$ cat config.mk
export PLATFORM = sky130hd
export DESIGN_NAME = midi_event_rule_matcher_unit
export DESIGN_NICKNAME = d
export VERILOG_FILES = /design/src/hw/rtl/merm_pkg.sv /design/src/hw/rtl/merm_rule_table.sv /design/src/hw/rtl/midi_event_rule_matcher_unit.sv
export SDC_FILE = /design/constraint.sdc
export NUM_CORES = 1
export LEC_CHECK = 0
export BUFFER_PORTS_ARGS = -buffer_cell sky130_fd_sc_hd__buf_4
export CAP_MARGIN = 0
export CORE_UTILIZATION = 41
export CTS_CLUSTER_DIAMETER = 30
export DETAILED_ROUTE_END_ITERATION = 6
export GPL_TIMING_DRIVEN = 0
export MAX_ROUTING_LAYER = met4
export PLACE_DENSITY = 0.67
export SETUP_SLACK_MARGIN = 0.1
export SYNTH_ARGS = -nofsm -noshare
export SYNTH_HDL_FRONTEND = slang
export SYNTH_SLANG_ARGS = --single-unit
$ cat constraint.sdc
create_clock -name clk_i -period 6 [get_ports clk_i]
set_input_delay 0.3 -clock clk_i [delete_from_list [all_inputs] [get_ports clk_i]]
set_output_delay 0.3 -clock clk_i [all_outputs]
set_load 0.01 [all_outputs]
$ cat src/hw/rtl/merm_pkg.sv
package merm_pkg;

  localparam int unsigned RULES = 16;
  localparam int unsigned IDX_W = $clog2(RULES);
  localparam int unsigned CNT_W = $clog2(RULES + 1);

  typedef struct packed {
    logic [23:0] mask;
    logic [23:0] match;
    logic [1:0]  len;
  } rule_t;

  typedef enum logic [1:0] {
    S_IDLE,
    S_SCAN,
    S_FLUSH
  } seq_state_e;

  typedef enum logic {
    CMD_LOAD  = 1'b0,
    CMD_EVENT = 1'b1
  } cmd_e;

endpackage

$ cat src/hw/rtl/merm_rule_table.sv
module merm_rule_table
  import merm_pkg::*;
(
  input  logic             clk_i,
  input  logic             we_i,
  input  logic [IDX_W-1:0] waddr_i,
  input  rule_t            wdata_i,
  input  logic [IDX_W-1:0] raddr_i,
  output rule_t            rdata_o
);

  rule_t mem [RULES];
  rule_t rdata_q;

  always_ff @(posedge clk_i) begin
    if (we_i) begin
      mem[waddr_i] <= wdata_i;
    end
  end

  // Synchronous read: the data for raddr_i is registered into rdata_q.
  always_ff @(posedge clk_i) begin
    rdata_q <= mem[raddr_i];
  end

  assign rdata_o = rdata_q;

endmodule

$ cat src/hw/rtl/midi_event_rule_matcher_unit.sv
// MIDI event rule matcher. A request is taken at a rising edge where start
// is high and busy is low. A load request (cmd 0) writes one rule entry in
// that cycle and leaves busy low. An event request (cmd 1) with a length of
// one to three bytes and a nonzero rule count raises busy while the rules
// are scanned one entry per cycle through the synchronous rule memory and a
// single mask-and-compare unit; events of any other length, or with no rules
// in use, are dropped without results. An event holds busy high through the
// scan and a final flush state, and no new request is taken until busy falls
// again, since start is ignored while busy is high. Each matching rule
// produces one result, in ascending rule order, held on the result ports for
// exactly one cycle and marked by out_strobe_o; the receiver cannot stall, so
// it must take every strobed result. The final result of an event carries
// last_match_o and appears in the first cycle after busy falls. Results trail
// the scan by one hit, because a hit is only known to be the last once the
// rest of the table has been checked.
// Rule entries hold no reset value, so only entries that have been loaded
// may be brought into use through the rules_in_use register (cfg_we_i and
// cfg_wdata_i), which must be written only while the block is idle.
module midi_event_rule_matcher_unit
  import merm_pkg::*;
(
  input  logic       clk_i,
  input  logic       rst_ni,
  input  logic       start,
  output logic       busy,
  input  logic       cfg_we_i,
  input  logic [4:0] cfg_wdata_i,
  input  logic       cmd_i,
  input  logic [3:0] rule_slot_i,
  input  logic [1:0] rule_length_i,
  input  logic [7:0] mask_first_i,
  input  logic [7:0] mask_second_i,
  input  logic [7:0] mask_third_i,
  input  logic [7:0] byte_first_i,
  input  logic [7:0] byte_second_i,
  input  logic [7:0] byte_third_i,
  input  logic [2:0] event_length_i,
  output logic       out_strobe_o,
  output logic [3:0] rule_number_o,
  output logic       last_match_o,
  output logic [7:0] out_status_o,
  output logic [7:0] out_data_one_o,
  output logic [7:0] out_data_two_o,
  output logic [1:0] out_length_o
);

  // Configuration register, saturated to the table depth when used.
  logic [4:0]       rules_in_use_q;
  logic [CNT_W-1:0] count_eff;

  // Sequencer and scan state.
  seq_state_e       state_q, state_d;
  logic [IDX_W-1:0] idx_q, idx_d;
  logic             issued_all_q, issued_all_d;
  logic             rdv_q, rdv_d;
  logic             rdlast_q, rdlast_d;
  logic [IDX_W-1:0] rdi_q, rdi_d;
  logic             pend_q, pend_d;
  logic [IDX_W-1:0] pend_idx_q, pend_idx_d;
  logic [CNT_W-1:0] cnt_q, cnt_d;

  // Latched event, already padded with zero bytes.
  logic [23:0]      ev_bytes_q, ev_bytes_d;
  logic [1:0]       ev_len_q, ev_len_d;

  // Result registers.
  logic             strobe_q, strobe_d;
  logic [3:0]       num_q, num_d;
  logic             last_q, last_d;
  logic [23:0]      obytes_q, obytes_d;
  logic [1:0]       olen_q, olen_d;

  logic             accept;
  logic             len_ok;
  logic [23:0]      pad_bytes;
  logic [23:0]      lane_mask;
  logic             hit;
  logic             mem_we;
  rule_t            wr_rule;
  rule_t            rd_rule;

  assign accept = start && !busy;
  assign busy   = (state_q != S_IDLE);
  assign len_ok = (event_length_i >= 3'd1) && (event_length_i <= 3'd3);

  assign count_eff = ({27'd0, rules_in_use_q} > 32'(RULES))
                     ? CNT_W'(RULES) : CNT_W'(rules_in_use_q);

  always_comb begin
    pad_bytes = {byte_third_i, byte_second_i, byte_first_i};
    if (event_length_i < 3'd3) begin
      pad_bytes[23:16] = 8'h00;
    end
    if (event_length_i < 3'd2) begin
      pad_bytes[15:8] = 8'h00;
    end
  end

  // Loads are written in the cycle they are accepted.
  assign mem_we  = accept && (cmd_i == CMD_LOAD) &&
                   ({1'b0, rule_slot_i} < 5'(RULES));
  assign wr_rule = '{mask:  {mask_third_i, mask_second_i, mask_first_i},
                     match: {byte_third_i, byte_second_i, byte_first_i},
                     len:   rule_length_i};

  merm_rule_table u_table (
    .clk_i   (clk_i),
    .we_i    (mem_we),
    .waddr_i (rule_slot_i[IDX_W-1:0]),
    .wdata_i (wr_rule),
    .raddr_i (idx_q),
    .rdata_o (rd_rule)
  );

  // Shared compare unit: only bytes that are present take part.
  always_comb begin
    lane_mask = 24'h0000ff;
    if (ev_len_q >= 2'd2) begin
      lane_mask[15:8] = 8'hff;
    end
    if (ev_len_q == 2'd3) begin
      lane_mask[23:16] = 8'hff;
    end
    hit = ((rd_rule.len == 2'd0) || (rd_rule.len == ev_len_q)) &&
          ((((ev_bytes_q & rd_rule.mask) ^ rd_rule.match) & lane_mask) == 24'h0);
  end

  always_comb begin
    state_d      = state_q;
    idx_d        = idx_q;
    issued_all_d = issued_all_q;
    rdv_d        = 1'b0;
    rdlast_d     = 1'b0;
    rdi_d        = idx_q;
    pend_d       = pend_q;
    pend_idx_d   = pend_idx_q;
    cnt_d        = cnt_q;
    ev_bytes_d   = ev_bytes_q;
    ev_len_d     = ev_len_q;
    strobe_d     = 1'b0;
    num_d        = num_q;
    last_d       = 1'b0;
    obytes_d     = obytes_q;
    olen_d       = olen_q;

    unique case (state_q)
      S_IDLE: begin
        if (accept && (cmd_i == CMD_EVENT) && len_ok && (count_eff != '0)) begin
          state_d      = S_SCAN;
          idx_d        = '0;
          issued_all_d = 1'b0;
          pend_d       = 1'b0;
          cnt_d        = count_eff;
          ev_bytes_d   = pad_bytes;
          ev_len_d     = event_length_i[1:0];
        end
      end
      S_SCAN: begin
        // Issue one read per cycle until the last rule in use.
        if (!issued_all_q) begin
          rdv_d    = 1'b1;
          rdi_d    = idx_q;
          rdlast_d = (CNT_W'(idx_q) == cnt_q - CNT_W'(1));
          idx_d    = idx_q + IDX_W'(1);
          issued_all_d = rdlast_d;
        end
        // Evaluate the entry read in the previous cycle.
        if (rdv_q && hit) begin
          if (pend_q) begin
            strobe_d = 1'b1;
            num_d    = 4'(pend_idx_q);
            last_d   = 1'b0;
            obytes_d = ev_bytes_q;
            olen_d   = ev_len_q;
          end
          pend_d     = 1'b1;
          pend_idx_d = rdi_q;
        end
        if (rdv_q && rdlast_q) begin
          state_d = S_FLUSH;
        end
      end
      S_FLUSH: begin
        if (pend_q) begin
          strobe_d = 1'b1;
          num_d    = 4'(pend_idx_q);
          last_d   = 1'b1;
          obytes_d = ev_bytes_q;
          olen_d   = ev_len_q;
        end
        pend_d  = 1'b0;
        state_d = S_IDLE;
      end
      default: begin
        state_d = S_IDLE;
      end
    endcase
  end

  always_ff @(posedge clk_i or negedge rst_ni) begin
    if (!rst_ni) begin
      state_q        <= S_IDLE;
      rules_in_use_q <= 5'd0;
      issued_all_q   <= 1'b0;
      rdv_q          <= 1'b0;
      rdlast_q       <= 1'b0;
      pend_q         <= 1'b0;
      strobe_q       <= 1'b0;
    end else begin
      state_q      <= state_d;
      issued_all_q <= issued_all_d;
      rdv_q        <= rdv_d;
      rdlast_q     <= rdlast_d;
      pend_q       <= pend_d;
      strobe_q     <= strobe_d;
      if (cfg_we_i) begin
        rules_in_use_q <= cfg_wdata_i;
      end
    end
  end

  always_ff @(posedge clk_i) begin
    idx_q      <= idx_d;
    rdi_q      <= rdi_d;
    pend_idx_q <= pend_idx_d;
    cnt_q      <= cnt_d;
    ev_bytes_q <= ev_bytes_d;
    ev_len_q   <= ev_len_d;
    num_q      <= num_d;
    last_q     <= last_d;
    obytes_q   <= obytes_d;
    olen_q     <= olen_d;
  end

  assign out_strobe_o   = strobe_q;
  assign rule_number_o  = num_q;
  assign last_match_o   = last_q;
  assign out_status_o   = obytes_q[7:0];
  assign out_data_one_o = obytes_q[15:8];
  assign out_data_two_o = obytes_q[23:16];
  assign out_length_o   = olen_q;

endmodule
Word-level counts from Yosys, hierarchy flattened
Memory sizes are Yosys's and may differ from the RTL's. A register that Yosys moved wholly into a read port is not among the register bits.
Index checks and enable logic that the tools add are counted.
{"block": "word_totals", "latchBits": 0, "output_inout_bits": 33, "input_bits": 67, "ramBits": 800, "memories": 1, "register_bits": 86, "rom_bits": 0}
{"memory": "u_table.mem", "words": 16, "width": 50, "read_ports": 1, "rd_ports_with_merged_regs": 1, "write_ports": 1, "line": "merm_rule_table.sv:12", "rtl": "rule_t mem [RULES];"}
{"block": "op_classes", "n_reduce_logical": 26, "n_mux": 32, "bitwise": 4, "n_addsub": 2, "eq_ne": 9, "multipliers": 0, "div": 0, "n_shift": 0, "order_cmp": 6}
{"op": "bitwise AND 24 bit", "count": 2}
{"op": "2-to-1 mux 24 bit", "count": 2}
{"op": "case mux 24 bit (2 select lines)", "count": 1}
{"op": "logical NOT 24 bit", "count": 1}
{"op": "bitwise XOR 24 bit", "count": 1}
{"op": "2-to-1 mux 4 bit", "count": 4}
{"op": "2-to-1 mux 8 bit", "count": 2}
{"op": "case mux 4 bit (2 select lines)", "count": 2}
{"op": "2-to-1 mux 1 bit", "count": 11}
{"op": "AND reduction 2 bit", "count": 5}
{"op": "logical AND 1 bit", "count": 9}
{"op": "2-to-1 mux 2 bit", "count": 4}
{"op": "!= test 2 bit (second input constant)", "count": 4}
{"op": "case mux 2 bit (2 select lines)", "count": 2}
{"op": "< comparator 3 x 2 -> 1 bit (second input constant)", "count": 2}
{"op": "AND reduction 3 bit", "count": 2}
{"op": "nonzero test 2 bit", "count": 3}
{"op": "== test 4 x 5 -> 1 bit", "count": 1}
{"op": "greater-than comparator 5 bit (second input constant)", "count": 1}
{"op": "2-to-1 mux 5 bit", "count": 1}
{"op": "nonzero test 5 bit", "count": 1}
{"op": "subtractor 5 x 1 -> 5 bit (second input constant)", "count": 1}
{"op": "adder 4 x 1 -> 4 bit (second input constant)", "count": 1}
{"op": "== test 2 bit (second input constant)", "count": 2}
{"op": "12 further kinds", "count": 14}

Depth between registers and ports, before layout
{"block": "logic_depth", "word_depth": 8, "depth_mapped": 7, "ltp_nobuf": 7}

By module
From an unflattened synthesis, not the netlist that was laid out.
{"block": "hier_totals", "cells_unflattened": 1554, "hier_area_um2": 34539.4}
{"module": "merm_rule_table", "seq_area_each_um2": 25024.0, "area_per_inst_um2": 30909.6, "cells_each": 1294, "instances": 1}
{"module": "midi_event_rule_matcher_unit", "seq_area_each_um2": 2472.4, "area_per_inst_um2": 3629.7, "cells_each": 260, "instances": 1}

Worst setup path before layout
OpenSTA, ideal clock, no wires.
{"block": "synth_timing", "kind": "reg-to-reg", "from": "register state_q[0]", "to": "memory u_table.mem[0][0] in the netlist's numbering (enable)", "stages_incl_launch_ff": 6, "arrival_ns": 4.594, "setup_slack_ns": 0.886, "synth_period_minus_slack_ns": 5.114, "t_required_ns": 5.480, "setup_ns": 0.520, "n_path_buf": 0, "path_cell_list": "dfrtp_1 -> inv_1 -> ha_1 -> nand3b_1 -> or3_1 -> nor3_1"}
{"block": "synth_via", "elab_chain_cells": 6}
{"element": "start: declaration", "line": "midi_event_rule_matcher_unit.sv:52", "rtl": "seq_state_e state_q, state_d;"}
{"element": "start signal: assignment", "line": "midi_event_rule_matcher_unit.sv:210", "rtl": "state_q <= state_d;"}
{"element": "nonzero test 2 bit", "line": "midi_event_rule_matcher_unit.sv:83", "rtl": "assign busy = (state_q != S_IDLE);"}
{"element": "logical NOT 1 bit", "line": "midi_event_rule_matcher_unit.sv:82", "rtl": "assign accept = start && !busy;"}
{"element": "logical AND 1 bit", "line": "midi_event_rule_matcher_unit.sv:82"}
{"element": "logical AND 1 bit", "line": "midi_event_rule_matcher_unit.sv:100", "rtl": "assign mem_we = accept && (cmd_i == CMD_LOAD) &&"}
{"element": "2-to-1 mux 1 bit", "line": "merm_rule_table.sv:16", "rtl": "if (we_i) begin"}
{"element": "2-to-1 mux 1 bit (not written as such)", "line": "merm_rule_table.sv:17", "rtl": "mem[waddr_i] <= wdata_i;"}
{"element": "end: declaration", "line": "merm_rule_table.sv:12"}
No other way between the ends.

Final worst setup path
{"block": "layout_timing", "from": "register, netlist name u_table.rdata_o[36]", "to": "register obytes_q[4] (enable)"}
{"block": "layout_via", "elab_chain_cells": 8}
{"element": "bitwise AND 24 bit", "line": "midi_event_rule_matcher_unit.sv:125", "rtl": "((((ev_bytes_q & rd_rule.mask) ^ rd_rule.match) & lane_mask) == 24'h0);"}
{"element": "bitwise XOR 24 bit", "line": "midi_event_rule_matcher_unit.sv:125"}
{"element": "bitwise AND 24 bit", "line": "midi_event_rule_matcher_unit.sv:125"}
{"element": "logical NOT 24 bit", "line": "midi_event_rule_matcher_unit.sv:125"}
{"element": "logical AND 1 bit", "line": "midi_event_rule_matcher_unit.sv:124", "rtl": "hit = ((rd_rule.len == 2'd0) || (rd_rule.len == ev_len_q)) &&"}
{"element": "logical AND 1 bit", "line": "midi_event_rule_matcher_unit.sv:168", "rtl": "if (rdv_q && hit) begin"}
{"element": "!= test 2 bit (no source line)"}
{"element": "AND reduction 2 bit (no source line)"}
{"element": "end signal: assignment", "line": "midi_event_rule_matcher_unit.sv:231", "rtl": "obytes_q <= obytes_d;"}
{"element": "end: declaration", "line": "midi_event_rule_matcher_unit.sv:70", "rtl": "logic [23:0] obytes_q, obytes_d;"}
No other way between the ends.
A chain may end at the register's enable or synchronous reset.

==> implementation parameters <==
Parameter                              Value

Finish
  Finished Layout Cells ... 3063
  Filler cells ... 6234
  Share of the core filled with cells in the final layout ... 0.523
  Fraction of layout cells with a size suffix above 1 ... 0.370
  Net count, final ... 1873
  Layout overhead on the synthesized area ... 26.3%

Critical path
  Crit path capture type ... flop
  R2r endpoint ... obytes_q[4]
  Path type of the worst setup path ... reg2reg
  Crit path launch type ... flop
  Startpoint of the lowest-slack register-to-register path ... u_table.rdata_o[36]
  Reg2reg setup slack ... 2.77 ns
  Depth of the worst register-to-register path ... 6
  Data arrival at the endpoint of the critical path ... 3.63 ns
  Crit-path leading delay family ... compound AO/OA/AOI/OAI gates
  Critical-path maximum fanout ... 28
  Ordered cell list for the critical path ... nand3_1 > a211oi_1 > a41oi_1 > nor4_2 > o21a_2 > buf_12
  Data required time at the worst endpoint ... 6.40 ns
  Library cell contributing the largest single delay on the critical path ... sky130_fd_sc_hd__nor4_2
  Maximum cell stage delay along the critical path ... 0.87 ns
  CP bufs+invs ... 1
  Worst path depth ... 6

Route
  Routed wire length per instance ... 27.6 µm
  Count of vias placed by the detailed router ... 16837
  Detailed Route WL ... 84400 µm
  DRC violation count after routing ... 0
  Detailed Route Iter0 Violations ... 1732
  First-pass detailed-route iteration total ... 5
  Via density per instance ... 5.50
  Final antenna-violating net count ... 0

STA
  Slew of the pin with the lowest slew margin ... 1.24 ns
  RSZ-0062 raised after global routing ... false
  Period utilisation layout ... 0.539
  Final max-slew violation count ... 0
  Setup TNS Final ... 0 ns
  Clock period minus worst slack ... 3.23 ns
  Achievable frequency ... 0.309 GHz
  # setup viols final ... 0
  Worst slew margin relative to its limit ... 0.171
  Final Hold Viols ... 0
  Clock Skews ... 0.0359 ns

CTS
  Clock latency of the later-clocked register in the worst-skew pair ... 0.74 ns
  Clock tree from TritonCTS ... done
  Root buf cell ... sky130_fd_sc_hd__clkbuf_16
  Clock slew at the register clock pins of the worst setup and hold paths ... 0.05 ns
  H-tree depth ... 4
  Buffer levels on the longest clock path ... 3
  CTS buffer count ... 148
  Sink count of the clock tree ... 936

Global routing
  Total Routing Usage GR ... 0.207
  Overall overflow remaining after global route ... 0
  Number of antenna violations at the first check in global routing ... 3
  Wire length of the first global-routing pass ... 122000 µm
  Pin count of the biggest net entering global routing ... 32
  Number of global-route vias before repair ... 17705

Die
  Num rows ... 106
  Die outline width ... 293 µm
  Starting density of the core ... 0.414
  Boundary Pins ... 100
  Die Footprint ... 85700 µm²
  Core region area ... 83700 µm²
  Die extent in y ... 293 µm

Min path
  Endpoint, Worst Hold ... ev_bytes_q[16]
  Startpoint of the lowest-slack hold path ... event_length_i[2]
  Depth of the worst hold-timing path ... 3
  Path class of the lowest-slack min-delay path ... in2reg

Place
  Hpwl dp ... 53500 µm
  Instance count after placement with tap cells included ... 2718
  Routability Congestion ... 0.769
  I/O Buffers ... 99

Power
  Highest ir drop seen on vdd ... 307 µV
  Ratio of total power to cell area ... 401 nW/µm²
  Static Leakage ... 0.0145 µW

Yosys
  Dominant register cell in the synthesized netlist ... sky130_fd_sc_hd__edfxtp_1
  Total standard cell area after synthesis ... 34600 µm²
  Yosys cell types ... 45
  Fraction of synthesized cell area taken by the top area cell type ... 0.753
  Post-synth EDFFs ... 869
  Cell taking the most area after synthesis ... sky130_fd_sc_hd__edfxtp_1
  Cell count after synthesis ... 1427
  Top-count cell post-synth ... sky130_fd_sc_hd__edfxtp_1
  Synth Net Count ... 1499
  Seq cells post-synth ... 936
  Async set-or-reset flop fraction in the synthesized netlist ... 0.0128
  Cells taking the most area after synthesis ... sky130_fd_sc_hd__edfxtp_1 75%, sky130_fd_sc_hd__mux4_2 16%, sky130_fd_sc_hd__dfxtp_1 3.2%
  Sequential element share of the synthesized area ... 0.794
  Count of warnings emitted by yosys ... 0
  Top post-synthesis cells by count ... 869 x sky130_fd_sc_hd__edfxtp_1, 250 x sky130_fd_sc_hd__mux4_2, 55 x sky130_fd_sc_hd__dfxtp_1, 23 x sky130_fd_sc_hd__nor2b_1, 21 x sky130_fd_sc_hd__clkbuf_1
  Synthesized area divided by synthesized cell count ... 24.3 µm²

Outcome
  Run status ... finished, final reports clean

Job
  Total of max-cap violations ... 0
final cells by class:
type,instances,area (µm²),area share
antenna,4,10.0,0.000229
buffer,59,337,0.00769
inverter,10,37.5,0.000858
clock inverter,108,1270,0.0291
clock buffer,166,3870,0.0885
sequential,936,27500,0.628
tap,1134,1420,0.0324
timing repair buffer,224,2430,0.0556
multi-input combinational,422,6900,0.158
sequential cells by signal, summed over array words and instances, names as in the netlist, 5 cells and up:
| name | flops |
|---|---|
| ev_bytes_q | 24 |
| u_table.mem | 800 |
| cnt_q | 5 |
| obytes_q | 24 |
| u_table.rdata_o | 50 |
| rules_in_use_q | 5 |
report_power, final:
| part | total, µW | switching (µW) | internal, µW | leakage [µW] |
|---|---|---|---|---|
| Sequential | 7490 | 135 | 7350 | 0.00845 |
| Clock | 8660 | 3180 | 5480 | 0.00250 |
| Combinational | 1430 | 751 | 675 | 0.00352 |
placed cells by master, fill, tap and decap left out, types with 6 or more instances in the layout:
cell type,count
sky130_fd_sc_hd__nor2b_1,23
sky130_fd_sc_hd__buf_6,33
sky130_fd_sc_hd__buf_12,19
sky130_fd_sc_hd__nand2_1,9
sky130_fd_sc_hd__clkbuf_8,6
sky130_fd_sc_hd__buf_2,8
sky130_fd_sc_hd__edfxtp_1,869
sky130_fd_sc_hd__nand3_1,7
sky130_fd_sc_hd__clkinv_4,12
sky130_fd_sc_hd__inv_6,24
sky130_fd_sc_hd__clkbuf_1,31
sky130_fd_sc_hd__buf_4,110
sky130_fd_sc_hd__clkinv_1,11
sky130_fd_sc_hd__clkinv_2,21
sky130_fd_sc_hd__dfrtp_1,12
sky130_fd_sc_hd__inv_1,9
sky130_fd_sc_hd__buf_1,11
sky130_fd_sc_hd__dlygate4sd3_1,67
sky130_fd_sc_hd__xnor2_1,6
sky130_fd_sc_hd__a21oi_1,17
sky130_fd_sc_hd__dfxtp_1,55
sky130_fd_sc_hd__clkinvlp_4,11
sky130_fd_sc_hd__bufinv_16,17
sky130_fd_sc_hd__buf_16,12
sky130_fd_sc_hd__a21boi_0,10
sky130_fd_sc_hd__and3_1,10
sky130_fd_sc_hd__mux4_2,250
sky130_fd_sc_hd__nor2_4,12
sky130_fd_sc_hd__and3b_1,9
sky130_fd_sc_hd__clkbuf_16,150
repair_timing:
action	CTS	global route
setup buffers	0	0
hold buffers	67	0
resized for setup	0	0
endpoints found under the hold margin	843	0
worst min-delay path, cell delays in order:
cell and delay, ns:
sky130_fd_sc_hd__buf_4 0.12, sky130_fd_sc_hd__a21oi_1 0.20, sky130_fd_sc_hd__nor2b_1 0.16
how the worst max path moves through the flow:
stage	endpoint	start	slack [ns]
2_1_floorplan	u_table.mem[0][0]	state_q[0]	0.89
3_3_place_gp	u_table.mem[0][30]	state_q[0]	-4.18
5_1_grt	obytes_q[19]	u_table.rdata_o[35]	2.64
4_1_cts	obytes_q[4]	state_q[1]	2.77
3_5_place_dp	obytes_q[23]	state_q[1]	2.80
6_report	obytes_q[4]	u_table.rdata_o[36]	2.77
stage by stage:
| step | area [µm²] | setup WS [ns] | hold WS [ns] | total power (µW) |
|---|---|---|---|---|
| after floorplan | 34600 | 0.886 | 0.00441 | 8420 |
| after global placement | 36800 | -4.18 | 0.142 | 8940 |
| after detailed placement | 37900 | 2.80 | 0.148 | 8990 |
| after CTS | 43800 | 2.77 | 0.137 | 17700 |
| after global routing | 43800 | 2.64 | 0.152 | 18000 |
| final | 43800 | 2.77 | 0.168 | 17600 |
routing by layer:
layer,track usage,vias up,part of all wire
li1,-,6915,-
met3,0.0412,148,0.070
met2,0.347,728,0.53
met5,-,-,0
met1,0.253,9046,0.38
met4,0.0663,0,0.023
cell families (layout without fill, tap and decap cells):
logic type | Yosys count | count (layout) | share of synthesized area
flip-flops | 936 | 936 | 0.794
multiplexers | 255 | 255 | 0.164
AND/OR/NAND/NOR | 99 | 99 | 0.0165
buffers and inverters | 69 | 567 | 0.0108
AO/OA/AOI/OAI | 56 | 56 | 0.0114
XOR/XNOR | 7 | 7 | 0.00177
adder cells (fa/ha/maj) | 5 | 5 | 0.00181
other | 0 | 4 | 0
Power figures use the tool's default switching activity.
